===== src/rtl/core/kss_pkg.sv =====
package kss_pkg;

   // Default sizing of the store
   localparam int SLOTS_DEFAULT     = 8;
   localparam int MAX_BYTES_DEFAULT = 256;
   localparam int QUEUE_DEPTH       = 2;

   // Request kind codes as they arrive on the input
   localparam logic [2:0] KIND_SET    = 3'd0;
   localparam logic [2:0] KIND_DATA   = 3'd1;
   localparam logic [2:0] KIND_GET    = 3'd2;
   localparam logic [2:0] KIND_INFO   = 3'd3;
   localparam logic [2:0] KIND_REMOVE = 3'd4;

   typedef enum logic [1:0] {
      STATUS_OK      = 2'd0,
      STATUS_NOSPACE = 2'd1,
      STATUS_ABSENT  = 2'd2,
      STATUS_INVALID = 2'd3
   } status_type;

   typedef enum logic [2:0] {
      OP_SET,
      OP_DATA,
      OP_GET,
      OP_INFO,
      OP_REMOVE,
      OP_BAD
   } op_type;

   // Classified request handed from front to back
   typedef struct packed {
      op_type      op;
      logic [63:0] uid;
      logic [8:0]  length;
      logic [8:0]  offset;
      logic [4:0]  word_index;
      logic [63:0] data_in;
      logic        too_long;
      logic        bad_index;
   } cmd_type;

   // One result item
   typedef struct packed {
      status_type  status;
      logic [63:0] data_out;
      logic [3:0]  byte_count;
      logic [8:0]  copied_length;
      logic [8:0]  stored_size;
      logic        last;
   } rsp_type;

endpackage


===== src/rtl/core/kss_queue.sv =====
module kss_queue #(
   parameter int WIDTH = 1,
   parameter int DEPTH = kss_pkg::QUEUE_DEPTH
) (
   input  logic             clock,
   input  logic             reset,
   input  logic             push,
   input  logic [WIDTH-1:0] push_data,
   output logic             full,
   input  logic             pop,
   output logic [WIDTH-1:0] pop_data,
   output logic             empty
);

   localparam int PW = (DEPTH > 1) ? $clog2(DEPTH) : 1;
   localparam int CW = $clog2(DEPTH + 1);

   logic [WIDTH-1:0] entry_ff [DEPTH];
   logic [PW-1:0]    wr_ptr_ff, wr_ptr_in;
   logic [PW-1:0]    rd_ptr_ff, rd_ptr_in;
   logic [CW-1:0]    count_ff, count_in;
   logic             do_push, do_pop;

   assign full     = (count_ff == CW'(DEPTH));
   assign empty    = (count_ff == '0);
   assign pop_data = entry_ff[rd_ptr_ff];
   assign do_push  = push && !full;
   assign do_pop   = pop && !empty;

   // Advance pointers and occupancy
   always_comb begin
      wr_ptr_in = wr_ptr_ff;
      rd_ptr_in = rd_ptr_ff;
      count_in  = count_ff;
      if (do_push) begin
         wr_ptr_in = (wr_ptr_ff == PW'(DEPTH - 1)) ? '0 : wr_ptr_ff + 1'b1;
      end
      if (do_pop) begin
         rd_ptr_in = (rd_ptr_ff == PW'(DEPTH - 1)) ? '0 : rd_ptr_ff + 1'b1;
      end
      if (do_push && !do_pop) begin
         count_in = count_ff + 1'b1;
      end else if (do_pop && !do_push) begin
         count_in = count_ff - 1'b1;
      end
   end

   always_ff @(posedge clock) begin
      if (reset) begin
         wr_ptr_ff <= '0;
         rd_ptr_ff <= '0;
         count_ff  <= '0;
      end else begin
         wr_ptr_ff <= wr_ptr_in;
         rd_ptr_ff <= rd_ptr_in;
         count_ff  <= count_in;
      end
   end

   // Store the transfer payload
   always_ff @(posedge clock) begin
      if (do_push) begin
         entry_ff[wr_ptr_ff] <= push_data;
      end
   end

endmodule


===== src/rtl/core/kss_front.sv =====
module kss_front #(
   parameter int MAX_BYTES = kss_pkg::MAX_BYTES_DEFAULT
) (
   input  logic             clock,
   input  logic             reset,
   input  logic             push,
   output logic             full,
   input  logic [2:0]       req_kind,
   input  logic [63:0]      req_uid,
   input  logic [8:0]       req_length,
   input  logic [8:0]       req_offset,
   input  logic [4:0]       req_word_index,
   input  logic [63:0]      req_data_in,
   output logic             cmd_valid,
   input  logic             cmd_pop,
   output kss_pkg::cmd_type cmd
);

   localparam int WPS   = (MAX_BYTES + 7) / 8;
   localparam int CMD_W = $bits(kss_pkg::cmd_type);

   kss_pkg::cmd_type cmd_new;
   logic [CMD_W-1:0] q_out;
   logic             q_empty;

   // Classify the request and flag argument faults early
   always_comb begin
      cmd_new            = '0;
      cmd_new.uid        = req_uid;
      cmd_new.length     = req_length;
      cmd_new.offset     = req_offset;
      cmd_new.word_index = req_word_index;
      cmd_new.data_in    = req_data_in;
      cmd_new.too_long   = (req_length > 9'(MAX_BYTES));
      cmd_new.bad_index  = ({1'b0, req_word_index} >= 6'(WPS));
      case (req_kind)
         kss_pkg::KIND_SET:    cmd_new.op = kss_pkg::OP_SET;
         kss_pkg::KIND_DATA:   cmd_new.op = kss_pkg::OP_DATA;
         kss_pkg::KIND_GET:    cmd_new.op = kss_pkg::OP_GET;
         kss_pkg::KIND_INFO:   cmd_new.op = kss_pkg::OP_INFO;
         kss_pkg::KIND_REMOVE: cmd_new.op = kss_pkg::OP_REMOVE;
         default:              cmd_new.op = kss_pkg::OP_BAD;
      endcase
   end

   // Hold classified requests until the back end takes them
   kss_queue #(
      .WIDTH (CMD_W),
      .DEPTH (kss_pkg::QUEUE_DEPTH)
   ) u_cmd_queue (
      .clock     (clock),
      .reset     (reset),
      .push      (push),
      .push_data (cmd_new),
      .full      (full),
      .pop       (cmd_pop),
      .pop_data  (q_out),
      .empty     (q_empty)
   );

   assign cmd_valid = !q_empty;
   assign cmd       = kss_pkg::cmd_type'(q_out);

endmodule


===== config.mk =====
export PLATFORM = sky130hd
export DESIGN_NAME = kss_front
export DESIGN_NICKNAME = d
export VERILOG_FILES = /design/src/rtl/core/kss_pkg.sv /design/src/rtl/core/kss_queue.sv /design/src/rtl/core/kss_front.sv
export SDC_FILE = /design/constraint.sdc
export NUM_CORES = 1
export LEC_CHECK = 0
export BUFFER_PORTS_ARGS = -buffer_cell sky130_fd_sc_hd__buf_2
export CAP_MARGIN = 20
export CELL_PAD_IN_SITES_DETAIL_PLACEMENT = 1
export CELL_PAD_IN_SITES_GLOBAL_PLACEMENT = 1
export CORE_MARGIN = 5
export CORE_UTILIZATION = 44
export CTS_CLUSTER_SIZE = 14
export DETAILED_ROUTE_END_ITERATION = 10
export HOLD_SLACK_MARGIN = 0.05
export PLACE_DENSITY = 0.82
export SLEW_MARGIN = 30
export SYNTH_ARGS = -nofsm -noshare
export SYNTH_HDL_FRONTEND = slang
export SYNTH_SLANG_ARGS = --single-unit

===== constraint.sdc =====
create_clock -name clock -period 7.1 [get_ports clock]
set_input_delay 1.065 -clock clock [delete_from_list [all_inputs] [get_ports clock]]
set_output_delay 1.065 -clock clock [all_outputs]
set_load 0.01 [all_outputs]

==> flow_summary.json <==
{
  "synth.yosys.seq_area_share": 0.8177,
  "worstPathMaxFanout": 78,
  "initial_core_util": 0.4441,
  "holdPathStages": 2,
  "fin_skew_ns": 0.01600,
  "synth_most_common_cell": "edfxtp_1",
  "cts_tree": "yes",
  "hold_start": "u_cmd_queue.wr_ptr_ff",
  "fin_nets": 1007,
  "clk_pin_slew_worst_paths_ns": 0.06,
  "viasPerCell": 4.885,
  "ant_nets": 0,
  "synth_area_leader_cell": "edfxtp_1",
  "slew_viol_final": 0,
  "tns_ns": 0,
  "die_w_um": 171.7,
  "post-cts-setup-buffer-count": 0,
  "wl_mm": 25.25,
  "period_minus_slack_ns": 3.187,
  "maxCapViolCount": 0,
  "hold_buffers": 0,
  "io_buffers": 314,
  "intPower_mw": 3.680,
  "antenna_found_initial": 8,
  "critPathCapture": "cmd[154]",
  "gp_congestion": 0.7197,
  "syn_inst": 515,
  "first_pass_iters": 4,
  "coreArea_mm2": 0.02591,
  "min_period_over_period": 0.4489,
  "cts_buffer_depth": 3,
  "grt_overflow": 0,
  "relSlewSlack": 0.4841,
  "clock_power_share": 0.282,
  "r2r-start": "u_cmd_queue.count_ff[1]",
  "dieArea_mm2": 0.02949,
  "dpl.hpwl_mm": 17.27,
  "worstSkewPairLatency_ns": 0.54,
  "r2r_slack_ns": 4.50,
  "fmax_mhz": 313.7,
  "ys.warnings.count": 0,
  "syn_avg_cell_area_um2": 22.34,
  "final.setup.worst_slack_ns": 3.913,
  "vias": 5911,
  "drt_iter0_markers": 271,
  "routedWlPerCell_um": 20.87,
  "ys.flop_type": "edfxtp_1",
  "hold_viol": 0,
  "p_switching_mw": 1.384,
  "area_delta_synth_final_pct": 23.90,
  "status": "finished, final reports clean",
  "pwr_density_cell_mw_per_mm2": 355.2,
  "synthTopCellsByArea": "edfxtp_1 81%, mux2_2 15%, buf_6 1.5%",
  "synth_edf_count": 310,
  "grt_pass1_vias": 6589,
  "synth.top_cells.by_count": "310 x edfxtp_1, 155 x mux2_2, 15 x buf_6",
  "cts_root_buf": "clkbuf_16",
  "fp.dieH_um": 171.7,
  "syn_nets": 674,
  "cts-resized-gates": 0,
  "p_leak_nw": 5.273,
  "rr_worst_depth": 4,
  "pin_count": 316,
  "setup_viol": 0,
  "syn_area_mm2": 0.01151,
  "dp_slack_ns": 3.519,
  "arrival_ns": 2.12,
  "cts_sinks": 315,
  "grt_util_all_layers": 0.1615,
  "ys_ff_latch": 315,
  "start_kind": "flop",
  "switching_share": 0.2733,
  "peakVddDrop_mv": 0.4187,
  "hold_path.class": "reg -> reg",
  "async_flop_share": 0,
  "htreeDepth": 1,
  "remaining_drc_errors": 0,
  "pwr-share-seq": 0.474,
  "critPathRequiredTime_ns": 6.03,
  "ys_types": 21,
  "power_frac_comb": 0.244,
  "synth_top_area_frac": 0.8090,
  "r2r-end": "u_cmd_queue.entry_ff[0][89]",
  "worst_pin_slew_ns": 0.7738,
  "grt_start_max_net_pins": 102,
  "critical_path_class": "reg -> out",
  "cts_made_buffers": 31,
  "rsz0062_at_grt": "no",
  "crit_path_end_kind": "output pin",
  "num_rows": 59,
  "drive_above_1_share": 0.5931,
  "grt_pass1_wl_mm": 36.77
}
-- final cells by class --
cell class	count	area, µm²
fill	2429	11650
sequential	315	9413
multi-input combinational	179	1898
timing repair buffer	319	1624
clock buffer	38	802.0
tap	335	419.2
clock inverter	17	73.82
inverter	2	15.01
antenna	5	12.51
-- state kept, by name (all words and copies together) (netlist names), named ones only --
register / flops
u_cmd_queue.rd_ptr_ff: 1
u_cmd_queue.count_ff: 2
u_cmd_queue.wr_ptr_ff: 1
u_cmd_queue.entry_ff: 310
-- worst max-delay path, cell delays in order, from the launching register on --
cell and delay (ns):
dfxtp_4 0.38, buf_6 0.54, mux2_2 0.42, buf_2 0.15
-- power by group through the flow --
stage	registers [mW]	clock network [mW]	logic (mW)
finish	2.40	1.43	1.23
floorplan	2.45	0	0.815
global route	2.42	1.57	1.33
detailed placement	2.44	0	1.26
global placement	2.42	0	1.24
CTS	2.41	1.47	1.27
-- cells by family after synthesis --
kind of cell	after synthesis	synth area share
AO/OA/AOI/OAI	7	0.003480
XOR/XNOR	3	0.002284
adder cells (fa/ha/maj)	1	0.001087
buffers and inverters	21	0.01761
flip-flops	315	0.8177
multiplexers	155	0.1517
other	1	0.0003259
AND/OR/NAND/NOR	12	0.005872
-- how the worst min path moves through the flow --
stage,to
CTS,u_cmd_queue.wr_ptr_ff
detailed placement,u_cmd_queue.wr_ptr_ff
global placement,u_cmd_queue.wr_ptr_ff
finish,u_cmd_queue.wr_ptr_ff
global route,u_cmd_queue.wr_ptr_ff
floorplan,u_cmd_queue.wr_ptr_ff
-- stage by stage --
stage               power [mW]    util  instance area, µm²  instances  hold slack (ns)
finish                   5.064  0.5502               14260       1210           0.5052
global route             5.319  0.5502               14260       1210           0.5406
CTS                      5.147  0.5495               14240       1205           0.5069
detailed placement       3.703  0.5157               13360       1150           0.4990
global placement         3.662  0.5153               13350       1150           0.4808
floorplan                3.265       -               11510        515           0.4516
-- cell usage in the layout (no fill, tap or decap), types with 2 or more instances in the layout --
cell       count
dfxtp_1        4
o21ai_0        3
clkinv_2       5
clkbuf_1       7
edfxtp_1     310
or3_1          2
xor2_1         3
diode_2        5
mux2_2       155
nor4_1         2
buf_6          4
buf_2        314
clkinv_1      11
a21oi_1        2
clkbuf_16     31
nor2_1         4
-- per-layer routing --
layer	vias to the layer above	GRT usage	part of all wire
li1	2718	-	-
met1	2924	0.1839	0.36
met2	217	0.2955	0.54
met3	46	0.04987	0.083
met4	6	0.04168	0.021
met5	-	0	0.0015
Note: power is estimated with default switching activity, not from simulation.
