$ cat src/rtl/core/kss_pkg.sv
package kss_pkg;

   // Default sizing of the store
   localparam int SLOTS_DEFAULT     = 8;
   localparam int MAX_BYTES_DEFAULT = 256;
   localparam int QUEUE_DEPTH       = 2;

   // Request kind codes as they arrive on the input
   localparam logic [2:0] KIND_SET    = 3'd0;
   localparam logic [2:0] KIND_DATA   = 3'd1;
   localparam logic [2:0] KIND_GET    = 3'd2;
   localparam logic [2:0] KIND_INFO   = 3'd3;
   localparam logic [2:0] KIND_REMOVE = 3'd4;

   typedef enum logic [1:0] {
      STATUS_OK      = 2'd0,
      STATUS_NOSPACE = 2'd1,
      STATUS_ABSENT  = 2'd2,
      STATUS_INVALID = 2'd3
   } status_type;

   typedef enum logic [2:0] {
      OP_SET,
      OP_DATA,
      OP_GET,
      OP_INFO,
      OP_REMOVE,
      OP_BAD
   } op_type;

   // Classified request handed from front to back
   typedef struct packed {
      op_type      op;
      logic [63:0] uid;
      logic [8:0]  length;
      logic [8:0]  offset;
      logic [4:0]  word_index;
      logic [63:0] data_in;
      logic        too_long;
      logic        bad_index;
   } cmd_type;

   // One result item
   typedef struct packed {
      status_type  status;
      logic [63:0] data_out;
      logic [3:0]  byte_count;
      logic [8:0]  copied_length;
      logic [8:0]  stored_size;
      logic        last;
   } rsp_type;

endpackage

$ cat src/rtl/core/kss_queue.sv
module kss_queue #(
   parameter int WIDTH = 1,
   parameter int DEPTH = kss_pkg::QUEUE_DEPTH
) (
   input  logic             clock,
   input  logic             reset,
   input  logic             push,
   input  logic [WIDTH-1:0] push_data,
   output logic             full,
   input  logic             pop,
   output logic [WIDTH-1:0] pop_data,
   output logic             empty
);

   localparam int PW = (DEPTH > 1) ? $clog2(DEPTH) : 1;
   localparam int CW = $clog2(DEPTH + 1);

   logic [WIDTH-1:0] entry_ff [DEPTH];
   logic [PW-1:0]    wr_ptr_ff, wr_ptr_in;
   logic [PW-1:0]    rd_ptr_ff, rd_ptr_in;
   logic [CW-1:0]    count_ff, count_in;
   logic             do_push, do_pop;

   assign full     = (count_ff == CW'(DEPTH));
   assign empty    = (count_ff == '0);
   assign pop_data = entry_ff[rd_ptr_ff];
   assign do_push  = push && !full;
   assign do_pop   = pop && !empty;

   // Advance pointers and occupancy
   always_comb begin
      wr_ptr_in = wr_ptr_ff;
      rd_ptr_in = rd_ptr_ff;
      count_in  = count_ff;
      if (do_push) begin
         wr_ptr_in = (wr_ptr_ff == PW'(DEPTH - 1)) ? '0 : wr_ptr_ff + 1'b1;
      end
      if (do_pop) begin
         rd_ptr_in = (rd_ptr_ff == PW'(DEPTH - 1)) ? '0 : rd_ptr_ff + 1'b1;
      end
      if (do_push && !do_pop) begin
         count_in = count_ff + 1'b1;
      end else if (do_pop && !do_push) begin
         count_in = count_ff - 1'b1;
      end
   end

   always_ff @(posedge clock) begin
      if (reset) begin
         wr_ptr_ff <= '0;
         rd_ptr_ff <= '0;
         count_ff  <= '0;
      end else begin
         wr_ptr_ff <= wr_ptr_in;
         rd_ptr_ff <= rd_ptr_in;
         count_ff  <= count_in;
      end
   end

   // Store the transfer payload
   always_ff @(posedge clock) begin
      if (do_push) begin
         entry_ff[wr_ptr_ff] <= push_data;
      end
   end

endmodule

$ cat config.mk
export PLATFORM = sky130hd
export DESIGN_NAME = kss_queue
export DESIGN_NICKNAME = d
export VERILOG_FILES = /design/src/rtl/core/kss_pkg.sv /design/src/rtl/core/kss_queue.sv
export SDC_FILE = /design/constraint.sdc
export NUM_CORES = 1
export LEC_CHECK = 0
export BUFFER_PORTS_ARGS = -buffer_cell sky130_fd_sc_hd__buf_4
export CORE_AREA = 2 2 39 41
export CTS_CLUSTER_SIZE = 8
export DETAILED_ROUTE_END_ITERATION = 16
export DIE_AREA = 0 0 41 43
export HOLD_SLACK_MARGIN = 0.02
export PLACE_DENSITY = 0.51
export SETUP_SLACK_MARGIN = 0.1
export SLEW_MARGIN = 20
export SYNTH_ARGS = -nofsm -noshare
export SYNTH_HDL_FRONTEND = slang
export SYNTH_SLANG_ARGS = --single-unit
$ cat constraint.sdc
create_clock -name clock -period 2.7 [get_ports clock]
set_clock_uncertainty 0.2 [all_clocks]
set_input_delay 0 -clock clock [delete_from_list [all_inputs] [get_ports clock]]
set_output_delay 0 -clock clock [all_outputs]
set_load 0.01 [all_outputs]
==> results of run 1 <==
critical path: cells and delay by family (launching register included):
family,cells,cell delay (ns)
AND/OR/NAND/NOR,1,0.35
AO/OA/AOI/OAI,2,0.43
adder cells (fa/ha/maj),1,0.32
flip-flops,1,0.36
cells in the mapped netlist:
| cell | number | share of area |
|---|---|---|
| sky130_fd_sc_hd__o21ai_0 | 3 | 0.052 |
| sky130_fd_sc_hd__nor2_1 | 5 | 0.065 |
| sky130_fd_sc_hd__mux2_2 | 1 | 0.039 |
| sky130_fd_sc_hd__and2_1 | 1 | 0.022 |
| sky130_fd_sc_hd__inv_1 | 2 | 0.026 |
| sky130_fd_sc_hd__nor2b_2 | 1 | 0.030 |
| sky130_fd_sc_hd__xor2_1 | 3 | 0.091 |
| sky130_fd_sc_hd__dfxtp_1 | 5 | 0.35 |
| sky130_fd_sc_hd__ha_1 | 1 | 0.043 |
| sky130_fd_sc_hd__or3_1 | 2 | 0.043 |
| sky130_fd_sc_hd__a21oi_1 | 2 | 0.035 |
| sky130_fd_sc_hd__edfxtp_1 | 2 | 0.21 |
layout by cell type (no fill, tap or decap):
cell type | Yosys | routed
sky130_fd_sc_hd__dfxtp_1 | 5 | 5
sky130_fd_sc_hd__edfxtp_1 | 2 | 2
sky130_fd_sc_hd__o21ai_0 | 3 | 3
sky130_fd_sc_hd__nor2b_2 | 1 | 1
sky130_fd_sc_hd__mux2_2 | 1 | 1
sky130_fd_sc_hd__nor2_1 | 5 | 5
sky130_fd_sc_hd__ha_1 | 1 | 1
sky130_fd_sc_hd__clkbuf_1 | 0 | 1
sky130_fd_sc_hd__buf_4 | 0 | 7
sky130_fd_sc_hd__or3_1 | 2 | 2
sky130_fd_sc_hd__and2_1 | 1 | 1
sky130_fd_sc_hd__inv_1 | 2 | 2
sky130_fd_sc_hd__a21oi_1 | 2 | 2
sky130_fd_sc_hd__xor2_1 | 3 | 3
sky130_fd_sc_hd__dlygate4sd3_1 | 0 | 4
sky130_fd_sc_hd__clkbuf_4 | 0 | 3
per-stage QoR:
| step | hold WS [ns] | cell area, µm² | std cells |
|---|---|---|---|
| after floorplan | -0.131 | 289 | 28 |
| after CTS | 0.285 | 428 | 59 |
| after detailed placement | -0.00791 | 362 | 51 |
| after global routing | 0.292 | 428 | 59 |
| after global placement | -0.00700 | 362 | 51 |
| final | 0.280 | 428 | 59 |
area by class of cell:
| type | count | area [µm²] |
|---|---|---|
| timing repair buffer | 11 | 92.6 |
| fill | 154 | 956 |
| inverter | 2 | 7.51 |
| clock buffer | 4 | 26.3 |
| sequential | 7 | 160 |
| tap | 16 | 20.0 |
| multi-input combinational | 19 | 121 |
worst max-delay path by stage:
stage                              to  slack, ns   startpoint
final                     count_ff[1]       0.96  count_ff[0]
after detailed placement  count_ff[1]       0.96  count_ff[0]
after CTS                 count_ff[1]       0.95  count_ff[0]
after global routing      count_ff[1]       0.89  count_ff[1]
after global placement    count_ff[1]       0.98  count_ff[1]
after floorplan           count_ff[1]       1.03  count_ff[1]
report_power, final:
part	switching, mW	leakage [nW]	internal, mW
registers	0.0236	0.0600	0.141
logic	0.0711	0.114	0.0828
clock network	0.0376	0.0150	0.0563
metal layers:
metal  part of all wire  up-vias  global-route usage
li1                   -      124                   -
met1               0.49       98              0.0792
met2               0.41        9              0.0938
met3              0.093        0              0.0785
met4                  0        0              0.0200
met5                  0        -                   0
kinds of logic after synthesis:
family | after synthesis | synth area share
and+or+nand+nor | 9 | 0.160
adders and majority gates | 1 | 0.0433
muxes | 1 | 0.0390
AOI/OAI and AO/OA | 5 | 0.0866
DFF | 7 | 0.554
buffers and inverters | 2 | 0.0260
xor gates and xnor gates | 3 | 0.0909
what timing repair did:
action                    in CTS  in global routing
hold buffers                   4                  0
hold endpoints to repair       7                  0
setup buffers                  0                  0
==> results.md, run 1 <==
- The worst hold path was traced through 2 stages.
- The startpoint identified for the worst register-to-register timing path is count_ff[0].
- The pin count of the biggest net entering global routing is 6.
- Along the worst path, the maximum fanout reaches 5.
- The growth of design area from synthesis to finish is 48.1%.
- Of the cells placed in the final design, the portion with a size suffix greater than 1 is 0.279.
- The number of inserted diodes is 0.
- The first global-routing pass estimated ~800 µm of wire.
- Summing internal, switching and leakage power gives 412 µW.
- The cell count after synthesis came out at 28.
- The share of synthesized area occupied by flip-flops and latches is 0.554.
- The width of the die is a little over 40 µm.
- The share of the core filled with cells is 0.309.
- The initial utilization of the core area, before any placement, comes to 0.209.
- The number of input and output port buffers inserted is 7.
- The worst setup path is captured at a flip-flop.
- In this run the core area contains 14 standard-cell rows.
- The critical path class is reg -> reg.
- The number of cells traversed by the worst register-to-register path is 4.
- The detailed-route DRC error count is 0.
- The tree is rooted in a sky130_fd_sc_hd__clkbuf_4.
- The detailed router's first-iteration violation count is 14.
- Counting every net in the synthesized netlist gives 34.
- The final route contains ~230 vias.
- The relative slew slack is 0.786.
- The ratio of total power to cell area is 964 mW/mm².
- In this run the most critical hold path is launched from wr_ptr_ff.
- After global routing the overflow that remains totals 0.
- The number of global-route vias before repair is between 200 and 250.
- In this run the cell area of the synthesized design comes to 289 µm².
- The worst hold path terminates at wr_ptr_ff.
- The initial antenna violation count is 0.
- The H-tree depth is 1.
- Walking the worst path, the cells encountered are o21ai_0 > ha_1 > or3_1 > a21oi_1.
- Static timing analysis puts the maximum clock frequency at 575 MHz.
- The worst slack at placement is 0.964 ns.
- Among all stages on the critical path, the largest delay is contributed by sky130_fd_sc_hd__dfxtp_1.
- In the global route stage, overall resource usage came out at 0.0729.
- Counting every sink on the clock net gives 7.
- At the worst endpoint, the required time is about 2.7 ns.
- Setup total negative slack on the finished layout was measured at 0 ns.
- The final-report max-slew violation count is 0.
- The final-report hold violation count is 0.
- The reported leakage power is around 0.19 nW.
- The maximum cell stage delay along the critical path is 0.36 ns.
- The total of warnings raised by yosys is 0.
- Counting I/O delays and the setup requirement, the final critical path takes roughly 1.7 ns.
- At the pin with the least slew margin, the transition time is 0.318 ns.
- The average instance in the mapped netlist occupies 10.3 µm².
- The maximum buffer depth of the clock tree is 2.
- The TritonCTS clock tree is yes.
- The path class of the lowest-slack min-delay path is reg -> reg.
- For this design the top-level I/O count stands at 8.
- The die footprint is between 0.0015 and 0.002 mm².
- Setup repair after global routing left no endpoint under its margin.
- The end of the worst register-to-register path is count_ff[1].
- The number of gates resized after CTS was 0.
- For flop-to-flop paths, the worst setup slack is between 0.9 and 1 ns.
- After clock tree synthesis, the clock-pin slew on the worst setup and hold paths is 0.05 ns.
- The detail-routed net length per standard cell is between 8 and 9 µm.
- At the later pin of the worst-skew pair, clock insertion delay measures approximately 0.25 ns.
- The height of the die is ~43 µm.
- The count of distinct cell types in the synthesized netlist is 12.
- Routability-driven placement finished with a final weighted congestion of 0.676.
- The final worst slack is between 0.9 and 1 ns.
- The largest vdd supply drop is between 0.5 and 0.6 mV.
- The number of synthesized register bits is 7.
- Clock tree synthesis inserted a total of 3 buffers.
- The run finished with clean final reports.
- The worst setup path is launched from a flip-flop.
- The detailed-route wire length is 503 µm.
- Once detail routing completed, the nets flagged for antenna violations numbered 0.
- The setup violation total in the final timing report is 0.
- The area inside the core boundary is 0.00138 mm².
- The first-pass iteration count of the detailed router is 3.
- The critical path data arrival time is between 1.5 and 2 ns.
- The number of nets in the layout is 50.
- The tool flagged a number of max-cap violations equal to 0.
- The post-route fraction of the period consumed by the critical path is 0.644.
- Using the TritonRoute via totals, the vias-per-cell ratio works out to 3.92.
Note: power is estimated with default switching activity, not from simulation.
==> run 2: changes to the inputs <==
--- a/config.mk
+++ b/config.mk
@@ -5,13 +5,14 @@
 export SDC_FILE = /design/constraint.sdc
 export NUM_CORES = 1
 export LEC_CHECK = 0
+export ABC_AREA = 1
 export BUFFER_PORTS_ARGS = -buffer_cell sky130_fd_sc_hd__buf_4
 export CORE_AREA = 2 2 39 41
 export CTS_CLUSTER_SIZE = 8
 export DETAILED_ROUTE_END_ITERATION = 16
 export DIE_AREA = 0 0 41 43
 export HOLD_SLACK_MARGIN = 0.02
-export PLACE_DENSITY = 0.51
+export PLACE_DENSITY = 0.55
 export SETUP_SLACK_MARGIN = 0.1
 export SLEW_MARGIN = 20
 export SYNTH_ARGS = -nofsm -noshare
==> constraint.sdc (replaced) <==
create_clock -name clock -period 1.4 [get_ports clock]
set_clock_uncertainty 0.2 [all_clocks]
set_input_delay 0 -clock clock [delete_from_list [all_inputs] [get_ports clock]]
set_output_delay 0 -clock clock [all_outputs]
set_load 0.01 [all_outputs]
==> run 2 against run 1 <==
  * The flow now finishes with violations (negative hold slack)
  * Flip-flop and latch count did not move
  * Register-to-register slack got worse by 0.96 ns
  * Die area did not move
  * Wire length rose by 37%
  * Critical path type unchanged
  * Largest cell class is now multi-input combinational cells
==> results.md, run 2 <==
- The flow ran to the end, but the final reports show violations.
- The final reports fail on negative hold slack.
- The first-pass iteration count of the detailed router is 4 (+1).
- The setup violation total in the final timing report is 0 (unchanged).
- Summed over all nets, the half-perimeter wirelength after detailed placement is 497 µm.
- Ranked by total cell area, the synthesized netlist is headed by sky130_fd_sc_hd__dfxtp_1, sky130_fd_sc_hd__edfxtp_1, sky130_fd_sc_hd__nor2_1.
- The required time of the critical path is 1.34 ns (-1.34 ns).
- The number of maximum-capacitance constraint violations is 0 (unchanged).
- The number of cells traversed by the worst register-to-register path is 7 (+3).
- The cell type with the largest total area after synthesis is sky130_fd_sc_hd__dfxtp_1.
- The leading cell type in the layout, fill and taps excluded is sky130_fd_sc_hd__buf_4.
- The growth of design area from synthesis to finish is 63.3%.
- The detailed router's first-iteration violation count is 3 (-11).
- TritonCTS built the clock tree.
- The most frequently used cell type in the post-synthesis netlist is sky130_fd_sc_hd__nor2_1.
- The source-to-sink clock delay at the later pin of the worst-skew pair is 0.25 ns (about the same).
- The number of synthesized register bits is 7 (unchanged).
- The ratio of total power to cell area is 2000 mW/mm² (+110%).
- The sum of negative setup slack came to 0 ns (unchanged).
- The number of top-level pins is 8 (unchanged).
- The number of sinks driven by the clock tree is 7 (unchanged).
- The library cells used most frequently in the layout, excluding fill and tap cells, are sky130_fd_sc_hd__buf_4, sky130_fd_sc_hd__nor2_1, sky130_fd_sc_hd__inv_2.
- Traced cell by cell, the critical path runs through inv_2 > o21ai_4 > inv_2 > ha_4 > buf_4 > o21ai_2 > a21oi_1.
- The H-tree depth is 1 (unchanged).
- The root buffer cell is sky130_fd_sc_hd__clkbuf_4.
- The number of nets in the layout is 65 (+30%).
- STA classifies the critical path endpoint as a flip-flop.
- The total congestion overflow is 0 (unchanged).
- The final worst hold slack came to -0.0936 ns (-0.374 ns).
- The share of synthesized area occupied by flip-flops and latches is 0.494 (-0.0599).
- The type of element launching the critical path is a flip-flop.
- The total standard cell area after synthesis is 324 µm² (+12%).
- The maximum cell stage delay along the critical path is 0.36 ns (about the same).
- The synthesized-area fraction occupied by adder cells is 0.0386 (-0.00468).
- The area share of the largest cell type after synthesis came to 0.309 (-0.0374).
- The post-synthesis net count was 46 (+35%).
- The weighted congestion reported at the end of routability-driven placement is 0.709 (+4.7%).
- The mean instance size in the synthesized netlist is 8.10 µm² (-22%).
- The width of the die came to 41 µm (unchanged).
- The post-route cell area came to 529 µm² (+24%).
- The number of global-route vias before repair is 330 (+56%).
- The maximum clock rate was 717 MHz (+25%).
- The mux share of post-synthesis cell area is 0.0347 (-0.00421).
- The proportion of layout cells with a drive suffix above 1 came to 0.534 (+0.255).
- The area inside the core boundary is 0.00138 mm² (unchanged).
- The final-report hold violation count is 3 (+3).
- The number of inserted diodes was 0 (unchanged).
- Counting stages on the worst path, the most repeated cell is sky130_fd_sc_hd__inv_2.
- Setup repair after global routing could not meet its margin everywhere.
- The depth of the worst hold-timing path is 5 (+3).
- The reported leakage power is 0.235 nW (+25%).
- The detail-routed net length per standard cell is 9.34 µm (+9.5%).
- The critical path data arrival time is 1.33 ns (-0.39 ns).
- The count of distinct cell types in the synthesized netlist is 16 (+4).
- The final critical path time including I/O delays and setup is 1.39 ns (-0.344 ns).
- The starting utilization of the core area is 0.234 (+0.0253).
- The detailed-route DRC error count is 0 (unchanged).
- The total routing resource utilization after global routing is 0.103 (+0.0298).
- The clock-pin slew reported for the worst setup and hold paths after clock tree synthesis is 0.05 ns (about the same).
- The height of the die is 43 µm (unchanged).
- The area fraction in and, or, nand and nor cells after synthesis was 0.212 (+0.0522).
- The number of input and output port buffers inserted is 7 (unchanged).
- The die footprint is 0.00176 mm² (unchanged).
- The number of buffers inserted for hold repair after clock tree synthesis is 2 (-2).
- The maximum buffer depth of the clock tree is 2 (unchanged).
- The share of the synthesized area in compound gates (AO/OA/AOI/OAI) was 0.116 (+0.0293).
- The path class of the lowest-slack min-delay path is in -> reg.
- The clock buffer count from CTS is 3 (unchanged).
- The register area came to 163 µm² (+1.6%).
- The post-synthesis instance total was 40 (+43%).
- The initial antenna violation count is 0 (unchanged).
- The number of synthesized flops with an enable pin came to 2 (unchanged).
- The number of nets with antenna violations after routing is 0 (unchanged).
- The total of warnings raised by yosys was 0 (unchanged).
- The proportion of register bits with asynchronous set or reset after synthesis is 0 (unchanged).
- The multi-input logic area came to 169 µm² (+39%).
- The worst slack at placement is -0.00127 ns (-0.965 ns).
- The slowest cell on the critical path is sky130_fd_sc_hd__dfxtp_2.
- The number of placement rows was 14 (unchanged).
- The pin count of the biggest net entering global routing is 5 (-1).
- The total via count after detailed routing is 304 (+32%).
- The relative slew slack was 0.858 (+0.0724).
- The final-layout fill cell count is 153 (-0.65%).
- The detailed-route wire length is 691 µm (+37%).
- The most used flip-flop cell after synthesis is sky130_fd_sc_hd__dfxtp_1.
- The worst setup path is of the reg -> reg kind.
- The global-route wire length before repair is 1170 µm (+47%).
- The detailed-route vias per instance came to 4.11 (+4.9%).
- The final-report max-slew violation count is 0 (unchanged).
- The post-route fraction of the period consumed by the critical path was 0.996 (+0.352).
- The total cell area at the placement stage is 445 µm² (+23%).
- The slew at the pin closest to its max-slew limit is 0.210 ns (-0.108 ns).
- The biggest fanout along the worst timing path was 4 (-1).
- The largest vdd supply drop is 0.880 mV (+75%).
- After synthesis, the largest family of logic cells by area is simple AND/OR/NAND/NOR gates.
- The area share of xor/xnor cells in the synthesized design was 0 (-0.0909).
- The final worst slack is 0.00530 ns (-0.956 ns).
- In the synthesized netlist, the cells that appear most often are sky130_fd_sc_hd__nor2_1, sky130_fd_sc_hd__inv_1, sky130_fd_sc_hd__dfxtp_1.
## run 2: area by class of cell
class / instances / share of cell area
Sequential cell: 7 / 0.307
Clock buffer: 4 / 0.0496
Timing Repair Buffer: 14 / 0.222
Multi-Input combinational cell: 24 / 0.319
Inverter: 9 / 0.0638
Tap cell: 16 / 0.0378
## run 2: final timing paths
kind                                  start          end  slack, ns
worst max-delay path            count_ff[1]  count_ff[0]      0.005
worst min-delay path                   push    wr_ptr_ff      -0.09
worst max register to register  count_ff[1]  count_ff[0]      0.005
worst min register to register    wr_ptr_ff    wr_ptr_ff       0.31
## run 2: timing repair
action,CTS,global route
hold endpoints to repair,7,3
resized for setup,0,9
pin swaps,3,2
setup endpoints to repair,2,4
setup buffers,1,2
## run 2: critical path, delay by kind of cell, from the launching register on
kind | cells | cell delay [ns]
buffers and inverters | 3 | 0.25
adders and majority gates | 1 | 0.21
AOI/OAI and AO/OA | 3 | 0.26
DFF | 1 | 0.36
## run 2: metal layers
layer / global-route usage / wire (µm) / share of wire
met1: 0.0909 / 266 / 0.38
met3: 0.0785 / 53 / 0.077
met4: 0.0200 / 0 / 0
met5: 0 / 0 / 0
met2: 0.175 / 371 / 0.54
## run 2: cells by family after synthesis
kind of cell | count (synthesis)
simple gates | 16
buf+inv | 9
flops | 7
compound gates | 6
mux | 1
fa+ha+maj | 1
## run 2: where the power goes
group          internal [mW]  switching (mW)  total (mW)
clock                  0.109          0.0730       0.182
combinational          0.289           0.267       0.556
sequential             0.273          0.0464       0.319
## run 2: per-stage QoR
stage	util	power (mW)	hold WS, ns	cells
final	0.382	1.06	-0.0936	74
after global routing	0.382	1.16	-0.0685	74
after CTS	0.361	0.986	-0.0949	73
after detailed placement	0.322	0.772	-0.00346	66
after global placement	0.322	0.773	-0.00805	66
after floorplan	-	0.606	-0.101	40
